===== config.mk =====
export PLATFORM = sky130hd
export DESIGN_NAME = gce_front_flat
export DESIGN_NICKNAME = d
export VERILOG_FILES = /design/src/rtl/core/gce_pkg.sv /design/src/rtl/core/gce_ifs.sv /design/src/rtl/core/gce_front.sv /design/src/flat_wrapper.sv
export SDC_FILE = /design/constraint.sdc
export NUM_CORES = 1
export LEC_CHECK = 0
export ABC_CLOCK_PERIOD_IN_PS = 6600
export BUFFER_PORTS_ARGS = -buffer_cell sky130_fd_sc_hd__buf_2
export CORE_MARGIN = 2
export CORE_UTILIZATION = 34
export DETAILED_ROUTE_END_ITERATION = 8
export PLACE_DENSITY_LB_ADDON = 0.25
export SLEW_MARGIN = 20
export SYNTH_ARGS = -nofsm -noshare
export SYNTH_HDL_FRONTEND = slang
export SYNTH_SLANG_ARGS = --single-unit

===== constraint.sdc =====
create_clock -name clk -period 6.6 [get_ports clk]
set_clock_uncertainty 0.2 [all_clocks]
set_input_delay 0.33 -clock clk [delete_from_list [all_inputs] [get_ports clk]]
set_output_delay 0.33 -clock clk [all_outputs]
set_load 0.01 [all_outputs]

===== src/rtl/core/gce_pkg.sv =====
`timescale 1ns / 1ps
// Shared types, codes and float32 arithmetic steps for the grouped convolution engine.
package gce_pkg;

  // Request codes carried in req_type
  localparam logic [1:0] REQ_LOAD_ACT  = 2'd0;
  localparam logic [1:0] REQ_LOAD_WGT  = 2'd1;
  localparam logic [1:0] REQ_LOAD_BIAS = 2'd2;
  localparam logic [1:0] REQ_FETCH     = 2'd3;

  // Configuration register indexes
  localparam logic [2:0] CFG_IN_HEIGHT  = 3'd0;
  localparam logic [2:0] CFG_IN_WIDTH   = 3'd1;
  localparam logic [2:0] CFG_PAD_TOP    = 3'd2;
  localparam logic [2:0] CFG_PAD_LEFT   = 3'd3;
  localparam logic [2:0] CFG_OUT_HEIGHT = 3'd4;
  localparam logic [2:0] CFG_OUT_WIDTH  = 3'd5;
  localparam logic [2:0] CFG_STRIDE     = 3'd6;
  localparam logic [2:0] CFG_DILATION   = 3'd7;

  localparam int LOAD_SPAN    = 16384;
  localparam int CURSOR_LIMIT = 32;
  localparam logic [31:0] QNAN_DEFAULT = 32'hFFC0_0000;
  localparam logic [31:0] QUIET_BIT    = 32'h0040_0000;

  // Command moved from the front queue to the back end
  typedef struct packed {
    logic [1:0]  kind;
    logic [13:0] index;
    logic [31:0] value;
  } cmd_t;

  typedef struct packed {
    logic valid;
    cmd_t cmd;
  } qhead_t;

  // Multiplier state after the mantissa product
  typedef struct packed {
    logic               spec;
    logic [31:0]        spec_val;
    logic               sign;
    logic signed [10:0] k;
    logic [47:0]        p;
  } mul_a_t;

  // Adder state after alignment and add/subtract
  typedef struct packed {
    logic        spec;
    logic [31:0] spec_val;
    logic        sign;
    logic        zsign;
    logic [7:0]  e;
    logic [27:0] s;
  } add_a_t;

  // Output size clamp: zero acts as one, above the cursor range acts as the limit
  function automatic logic [5:0] eff_dim(logic [5:0] d);
    if (d == 6'd0) return 6'd1;
    if (32'(d) > CURSOR_LIMIT) return 6'(CURSOR_LIMIT);
    return d;
  endfunction

  function automatic logic [5:0] clz48(logic [47:0] v);
    logic [5:0] n;
    logic       found;
    n = 6'd48;
    found = 1'b0;
    for (int i = 47; i >= 0; i--) begin
      if (!found && v[i]) begin
        n = 6'(47 - i);
        found = 1'b1;
      end
    end
    return n;
  endfunction

  function automatic logic [4:0] clz27(logic [26:0] v);
    logic [4:0] n;
    logic       found;
    n = 5'd27;
    found = 1'b0;
    for (int i = 26; i >= 0; i--) begin
      if (!found && v[i]) begin
        n = 5'(26 - i);
        found = 1'b1;
      end
    end
    return n;
  endfunction

  // Round to nearest even and pack; a carry out of the mantissa bumps the exponent
  function automatic logic [31:0] round_pack(logic sign, logic [7:0] e, logic [23:0] mant,
                                             logic g, logic st);
    logic [30:0] t;
    logic        inc;
    inc = g & (st | mant[0]);
    t = {e, mant[22:0]} + 31'(inc);
    return {sign, t};
  endfunction

  // Multiply, step one: specials, exponent sum, 24x24 mantissa product
  function automatic mul_a_t fmul_unpack(logic [31:0] a, logic [31:0] b);
    mul_a_t     r;
    logic [7:0] ea, eb, eae, ebe;
    logic       a_nan, b_nan, a_inf, b_inf, a_zero, b_zero;
    logic [23:0] ma, mb;
    ea = a[30:23];
    eb = b[30:23];
    a_nan = (ea == 8'hFF) && (a[22:0] != 23'd0);
    b_nan = (eb == 8'hFF) && (b[22:0] != 23'd0);
    a_inf = (ea == 8'hFF) && (a[22:0] == 23'd0);
    b_inf = (eb == 8'hFF) && (b[22:0] == 23'd0);
    a_zero = a[30:0] == 31'd0;
    b_zero = b[30:0] == 31'd0;
    r.sign = a[31] ^ b[31];
    r.spec = 1'b1;
    r.spec_val = 32'd0;
    if (a_nan) r.spec_val = a | QUIET_BIT;
    else if (b_nan) r.spec_val = b | QUIET_BIT;
    else if ((a_inf && b_zero) || (b_inf && a_zero)) r.spec_val = QNAN_DEFAULT;
    else if (a_inf || b_inf) r.spec_val = {r.sign, 8'hFF, 23'd0};
    else r.spec = 1'b0;
    eae = (ea == 8'd0) ? 8'd1 : ea;
    ebe = (eb == 8'd0) ? 8'd1 : eb;
    ma = {ea != 8'd0, a[22:0]};
    mb = {eb != 8'd0, b[22:0]};
    r.k = $signed(11'(eae) + 11'(ebe) - 11'd127);
    r.p = 48'(ma * mb);
    return r;
  endfunction

  // Multiply, step three: normalize by the leading zero count, handle subnormals, round
  function automatic logic [31:0] fmul_round(mul_a_t m, logic [5:0] lz);
    logic signed [10:0] epre;
    logic [10:0]        sh;
    logic [47:0]        q;
    logic [7:0]         e;
    logic               lost;
    if (m.spec) return m.spec_val;
    if (m.p == 48'd0) return {m.sign, 31'd0};
    epre = m.k + 11'sd1 - $signed({5'd0, lz});
    if (epre >= 11'sd255) return {m.sign, 8'hFF, 23'd0};
    lost = 1'b0;
    if (epre >= 11'sd1) begin
      q = m.p << lz;
      e = epre[7:0];
    end else if (m.k >= 11'sd0) begin
      q = m.p << m.k[5:0];
      e = 8'd0;
    end else begin
      sh = 11'(-m.k);
      e = 8'd0;
      if (sh >= 11'd48) begin
        q = 48'd0;
        lost = |m.p;
      end else begin
        q = m.p >> sh[5:0];
        lost = |(m.p & ~(48'hFFFF_FFFF_FFFF << sh[5:0]));
      end
    end
    return round_pack(m.sign, e, q[47:24], q[23], (|q[22:0]) | lost);
  endfunction

  // Add, step one: specials, magnitude swap, alignment with sticky, add or subtract
  function automatic add_a_t fadd_align(logic [31:0] a, logic [31:0] b);
    add_a_t      r;
    logic [31:0] big, sml;
    logic [7:0]  ex, ey, d;
    logic        a_nan, b_nan, a_inf, b_inf;
    logic [26:0] yf, ys;
    logic [27:0] xf;
    a_nan = (a[30:23] == 8'hFF) && (a[22:0] != 23'd0);
    b_nan = (b[30:23] == 8'hFF) && (b[22:0] != 23'd0);
    a_inf = (a[30:23] == 8'hFF) && (a[22:0] == 23'd0);
    b_inf = (b[30:23] == 8'hFF) && (b[22:0] == 23'd0);
    r.spec = 1'b1;
    r.spec_val = 32'd0;
    if (a_nan) r.spec_val = a | QUIET_BIT;
    else if (b_nan) r.spec_val = b | QUIET_BIT;
    else if (a_inf && b_inf && (a[31] != b[31])) r.spec_val = QNAN_DEFAULT;
    else if (a_inf) r.spec_val = a;
    else if (b_inf) r.spec_val = b;
    else r.spec = 1'b0;
    if (a[30:0] >= b[30:0]) begin
      big = a;
      sml = b;
    end else begin
      big = b;
      sml = a;
    end
    ex = (big[30:23] == 8'd0) ? 8'd1 : big[30:23];
    ey = (sml[30:23] == 8'd0) ? 8'd1 : sml[30:23];
    d = ex - ey;
    xf = {1'b0, big[30:23] != 8'd0, big[22:0], 3'b000};
    yf = {sml[30:23] != 8'd0, sml[22:0], 3'b000};
    if (d >= 8'd27) begin
      ys = {26'd0, |yf};
    end else begin
      ys = yf >> d[4:0];
      ys[0] = ys[0] | (|(yf & ~(27'h7FF_FFFF << d[4:0])));
    end
    r.s = (big[31] ^ sml[31]) ? xf - {1'b0, ys} : xf + {1'b0, ys};
    r.sign = big[31];
    r.zsign = a[31] & b[31];
    r.e = ex;
    return r;
  endfunction

  // Add, step three: normalize, handle subnormals, round
  function automatic logic [31:0] fadd_round(add_a_t x, logic [4:0] lz);
    logic [26:0]       q;
    logic [8:0]        e9;
    logic signed [9:0] epre;
    logic [7:0]        e;
    logic [7:0]        sl;
    if (x.spec) return x.spec_val;
    if (x.s == 28'd0) return {x.zsign, 31'd0};
    if (x.s[27]) begin
      e9 = {1'b0, x.e} + 9'd1;
      if (e9 >= 9'd255) return {x.sign, 8'hFF, 23'd0};
      q = x.s[27:1];
      q[0] = q[0] | x.s[0];
      e = e9[7:0];
    end else begin
      epre = $signed({2'b0, x.e}) - $signed({5'd0, lz});
      if (epre >= 10'sd1) begin
        q = x.s[26:0] << lz;
        e = epre[7:0];
      end else begin
        sl = x.e - 8'd1;
        q = x.s[26:0] << sl[4:0];
        e = 8'd0;
      end
    end
    return round_pack(x.sign, e, q[26:3], q[2], |q[1:0]);
  endfunction

endpackage


===== src/rtl/core/gce_ifs.sv =====
`timescale 1ns / 1ps
// Request and result channel interfaces of the convolution engine.
interface gce_req_if;
  logic        valid;
  logic        ready;
  logic [1:0]  req_type;
  logic [13:0] index;
  logic [31:0] load_value;
  modport source(output valid, req_type, index, load_value, input ready);
  modport sink(input valid, req_type, index, load_value, output ready);
endinterface



===== src/rtl/core/gce_front.sv =====
`timescale 1ns / 1ps
// Front end: takes request beats, drops loads beyond their store, queues the rest.
module gce_front #(
  parameter int ACT_DEPTH  = 16384,
  parameter int WGT_DEPTH  = 2304,
  parameter int BIAS_DEPTH = 16
) (
  input  logic            clk,
  input  logic            rst,
  gce_req_if.sink         req,
  output gce_pkg::qhead_t head,
  input  logic            head_pop
);

  gce_pkg::cmd_t q [2];
  logic [1:0]    cnt;
  logic          wp, rp;
  logic          keep, enq;

  // Classify the beat: fetches always go on, loads only inside their store
  always_comb begin
    case (req.req_type)
      gce_pkg::REQ_LOAD_ACT:  keep = 32'(req.index) < ACT_DEPTH;
      gce_pkg::REQ_LOAD_WGT:  keep = 32'(req.index) < WGT_DEPTH;
      gce_pkg::REQ_LOAD_BIAS: keep = 32'(req.index) < BIAS_DEPTH;
      default:                keep = 1'b1;
    endcase
  end

  assign req.ready  = cnt != 2'd2;
  assign enq        = req.valid && req.ready && keep;
  assign head.valid = cnt != 2'd0;
  assign head.cmd   = q[rp];

  // Two-entry queue
  always_ff @(posedge clk) begin
    if (enq) begin
      q[wp] <= '{kind: req.req_type, index: req.index, value: req.load_value};
    end
  end

  always_ff @(posedge clk) begin
    if (rst) begin
      cnt <= 2'd0;
      wp  <= 1'b0;
      rp  <= 1'b0;
    end else begin
      if (enq) wp <= ~wp;
      if (head_pop) rp <= ~rp;
      cnt <= cnt + 2'(enq) - 2'(head_pop);
    end
  end

endmodule


===== src/flat_wrapper.sv =====
// flat-port wrapper written by rule: the top's interface ports become plain ports
module gce_front_flat 
#(
  parameter int ACT_DEPTH  = 16384,
  parameter int WGT_DEPTH  = 2304,
  parameter int BIAS_DEPTH = 16
)
  (clk, rst, head, head_pop, req_valid, req_req_type, req_index, req_load_value, req_ready);
  gce_req_if req_i ();
  input  logic clk;
  input  logic rst;
  output gce_pkg::qhead_t head;
  input  logic head_pop;
  input wire logic [$bits(req_i.valid)-1:0] req_valid;
  input wire logic [$bits(req_i.req_type)-1:0] req_req_type;
  input wire logic [$bits(req_i.index)-1:0] req_index;
  input wire logic [$bits(req_i.load_value)-1:0] req_load_value;
  output wire logic [$bits(req_i.ready)-1:0] req_ready;
  assign req_i.valid = req_valid;
  assign req_i.req_type = req_req_type;
  assign req_i.index = req_index;
  assign req_i.load_value = req_load_value;
  assign req_ready = req_i.ready;
  gce_front #(.ACT_DEPTH(ACT_DEPTH), .WGT_DEPTH(WGT_DEPTH), .BIAS_DEPTH(BIAS_DEPTH)) u_core (.clk(clk), .rst(rst), .req(req_i), .head(head), .head_pop(head_pop));
endmodule

-- Word-level counts from Yosys, hierarchy flattened
Memories as Yosys holds them, arrays and structs flattened. A register that Yosys moved wholly into a read port is not among the register bits.
Cells that the tools add are included.
- bits in writable memories: 96
- output and inout bits: 50
- memories kept: 1
- input bits: 52
- bits in registers: 4
- bits in latches: 0
- ROM bits: 0
- logic and storage cells: 21
- memory list (name ; depth ; bits a word ; read ports ; clocked after Yosys merged registers in ; write ports ; line ; source):
    u_core.q ; 2 ; 48 ; 1 ; 1 ; 1 ; gce_front.sv:15 ; gce_pkg::cmd_t q [2];
- divide/modulo/power cells: 0
- shift-type cells: 0
- add/sub/neg operators: 2
- equal/unequal tests: 3
- bitwise operators: 2
- reduce and logical (&&, ||, !) cells: 3
- muxes and demuxes: 5
- $lt $le $gt $ge: 2
- multipliers: 0
- operators by type and width (operator ; count):
    $lt A14 B12 Y1 const B ; 1
    $lt A14 B5 Y1 const B ; 1
    $mux W1 ; 4
    $add A2 B1 Y2 ; 1
    $eq A2 B1 Y1 const B ; 1
    $eq A2 B2 Y1 const B ; 1
    $logic_and A1 B1 Y1 ; 2
    $ne A2 B2 Y1 const B ; 1
    $not A1 Y1 ; 2
    $pmux W1 S2 ; 1
    $reduce_bool A2 Y1 ; 1
    $sub A2 B1 Y2 ; 1

-- Depth between registers and ports, before layout
- word-level depth: 5
- depth in mapped cells: 8
- gate-level depth less buffers: 8

-- Least setup slack after synthesis
OpenSTA, ideal clock, no wires.
- path kind: input port to flip-flop
- start point: in req_index[10]
- end point: mem u_core.q[0][0] in the netlist's numbering, enable pin
- path slack: 2.616 ns
- path buffers: 0
- stages on the path: 4
- arrival time: 3.325 ns
- required time: 5.941 ns
- setup time: 0.459 ns
- path through: or3_1 > a211oi_2 > o2111a_2 > nor2b_1
- cells in the longest elaborated chain, start to end: 5
- elaborated cells on any way between the ends: 6
- classes of those cells: 2 x order compare; 3 x mux; 1 x reduce/logical
- RTL lines (what ; line ; source):
    start: declaration ; flat_wrapper.sv:16 ; input wire logic [$bits(req_i.index)-1:0] req_index;
    $lt A14 B5 Y1 or $lt A14 B12 Y1 (tied branches) ; gce_front.sv:25, gce_front.sv:24 ;
    $pmux W1 S2 * ; gce_front.sv:22 ; case (req.req_type)
    $logic_and A1 B1 Y1 * ; gce_front.sv:31 ; assign enq = req.valid && req.ready && keep;
    $mux W1 * ; gce_front.sv:37 ; if (enq) begin
    $mux W1 (not written as such) * ; gce_front.sv:38 ; q[wp] <= '{kind: req.req_type, index: req.index, value: req.load_value};
    end: declaration ; gce_front.sv:15 ;
Every way passes the cells marked *; elsewhere a longest branch is shown, timed or not.

-- Worst setup path in the final report
- start point: in req_index[10]
- end point: mem u_core.q[0][6] in the netlist's numbering, enable pin
The elaborated chain is that of the path after synthesis.

==> flow_summary.toml <==
[synthesis]
synth_area_leaders = "edfxtp_1 (77%), mux2_2 (14%), dfxtp_1 (2.7%), ha_1 (1.3%), inv_1 (0.50%)"
ys_seq_area_share_pct = 79.3
avgSynthCellArea_um2 = 20.5
synthXorXnorAreaFrac_pct = 0.699
synth_area_mm2 = 0.00376
synthMuxAreaShare_pct = 14.8
ys_async_sr_fraction_pct = 0
synth-adder-area-share_pct = 1.33
synth_top_family_by_area = "multiplexers"
syn_inst = 183
synth_top_area_cell = "edfxtp_1"
synth_commonest_cells = "edfxtp_1 (96), mux2_2 (48), dfxtp_1 (5), inv_1 (5)"
yosysWarnings = 0
synth_compound_area_share_pct = 0.932
yosysMostFrequentCell = "edfxtp_1"
synthesis.nets = 239
synth_seq_cells = 101
synth.top_cell.area_share_pct = 76.7
ys_types = 21
yosys_most_used_dff = "edfxtp_1"
synth_edf_count = 96
synthSimpleGateAreaFrac_pct = 1.83

[timing]
slew_violations = 0
period_minus_slack_ps = 2800
period_share_pct = 42.4
fmax_ghz = 0.357
maxSlewHeadroom_pct = 55.6
rsz0062_at_grt = "false"
finalHoldViolCount = 0
fin_tns_setup_ps = 0
setup_viol = 0
tightest_slew_ps = 666

[setup_path]
timing.critical_path.to_type = "flop"
cp_cell_sequence = "dlygate4sd3_1 > buf_2 > or3_1 > a211oi_2 > o2111a_2 > nor2b_4 > buf_4"
cp_data_arrival_time_ps = 2580
slowest_delay_ps = 530
required_ps = 6390
worstPathMaxFanout = 48
critPathSlowestCell = "dlygate4sd3_1"
r2r-start = "u_core.cnt[0]"
setup.worst_path.class = "input pin to flop"
worstSetupStartpointType = "input pin"
rr_worst_depth = 5
startpoint = "req_index[10]"

[clock_network]
cts_buffers = 9
cts_buffer_depth = 2
cts_root_buf = "clkbuf_8"
cts_tree = "yes"
post_cts_buffers = 0
htree_levels = 3
clock_latency_ps = 350
path_clk_slew_ps = 90
cts.sinks = 101

[placement]
portBuffers = 101
hpwl_mm = 4.11
gp_congestion = 0.708

[min_path]
holdPathStages = 3
min-delay-start = "head_pop"
hp-class = "input pin to flop"

[die]
core_area_mm2 = 0.0108
die_height_um = 109
fp-row-count = 38
io_pins = 102
die_w_um = 109
die_area_mm2 = 0.0119
start_util_pct = 34.8

[run]
maxCapViolations = 0

[cells_and_area]
drive_above_1_share_pct = 50.4
n_fill_cell = 926
n_antenna_cell = 0
nets = 398
area_growth_pct = 37.3
utilization_pct = 47.8

[detailed_routing]
routed_via_density = 4.31
top_layer = "met4"
drt_iter0_drc = 67
wl_met1_mm = 3.04
wirelength_mm = 6.72
wl_met2_mm = 3.30
first_pass_iters = 4
drc_errors = 0
routed-wl-met3_um = 304
ant_nets = 0
wl_per_cell_um = 13.8
vias = 2097

[global_route]
grt.overflow.total = 0
track_usage_pct = 11.4
grt_max_degree = 49
grt_pass1_wl_mm = 9.96
antenna_found_initial = 0
grt_pass1_vias = 2031

[power]
ir_worst_vdd_mv = 0.107
powerDensity_mw_per_mm2 = 262
p_leak_uw = 0.00193

[outcome]
status = "finished clean"
## placed cells by master, fill, tap and decap left out, types with 2 or more instances in the layout
cell type	count
buf_2	101
nor2_1	4
dfxtp_1	4
edfxtp_1	96
buf_4	3
dlygate4sd3_1	49
clkbuf_8	9
nor2b_1	2
inv_1	5
ha_1	4
mux2_2	48
bufinv_16	2
clkinv_2	2
xnor2_1	2
inv_6	3
## critical path: cells and delay by family
kind	cells	cell delay (ps)
AND/OR/NAND/NOR	2	540
AO/OA/AOI/OAI	2	480
buffers and inverters	3	1190
## cell families after synthesis
family                     Yosys count
adders and majority gates            4
AOI/OAI and AO/OA                    3
muxes                               49
and+or+nand+nor                     13
xor gates and xnor gates             3
DFF                                101
buffers and inverters               10
## registers in the layout (all words and copies together), names as in the netlist, named ones only
register / cells
u_core.q: 96
u_core.cnt: 2
u_core.rp: 1
u_core.wp: 1
## where the power goes
group          internal (uW)  switching [uW]  total, uW
sequential               738            8.32        747
clock                    216             207        423
combinational           96.2            88.7        185
## what timing repair did
action,CTS,global route
hold buffers,49,0
resized for setup,0,0
hold endpoints to repair,100,0
## worst paths after layout
check / slack (ps) / endpoint
worst max-delay path: 3800 / u_core.q[0][6]
worst min register to register: 320 / u_core.rp
worst max register to register: 4580 / u_core.q[0][6]
worst min-delay path: 60 / u_core.rp
## area by class of cell
cell class,instances,area (um2),area share (%)
Timing Repair Buffer,153,1020,19.7
Tap cell,140,175,3.39
Clock buffer,9,124,2.40
Clock inverter,7,96.3,1.87
Inverter,5,18.8,0.364
Multi-Input combinational cell,72,744,14.4
Sequential cell,101,2980,57.8
## layer usage
metal	track usage [%]	vias up
li1	-	1025
met1	14.2	1009
met2	18.5	59
met3	3.11	4
met4	4.95	0
met5	0	-
## metrics by stage
stage	std cells	hold WS [ps]	total power (uW)	cell area [um2]	worst slack, ps
3_3_place_gp	422	297	926	4450	3970
5_1_grt	487	66.6	1420	5160	3690
4_1_cts	487	45.1	1380	5160	3810
3_5_place_dp	422	300	928	4450	3960
6_report	487	64.7	1350	5160	3800
2_1_floorplan	183	202	857	3760	2620
Power figures use the tool's default switching activity.
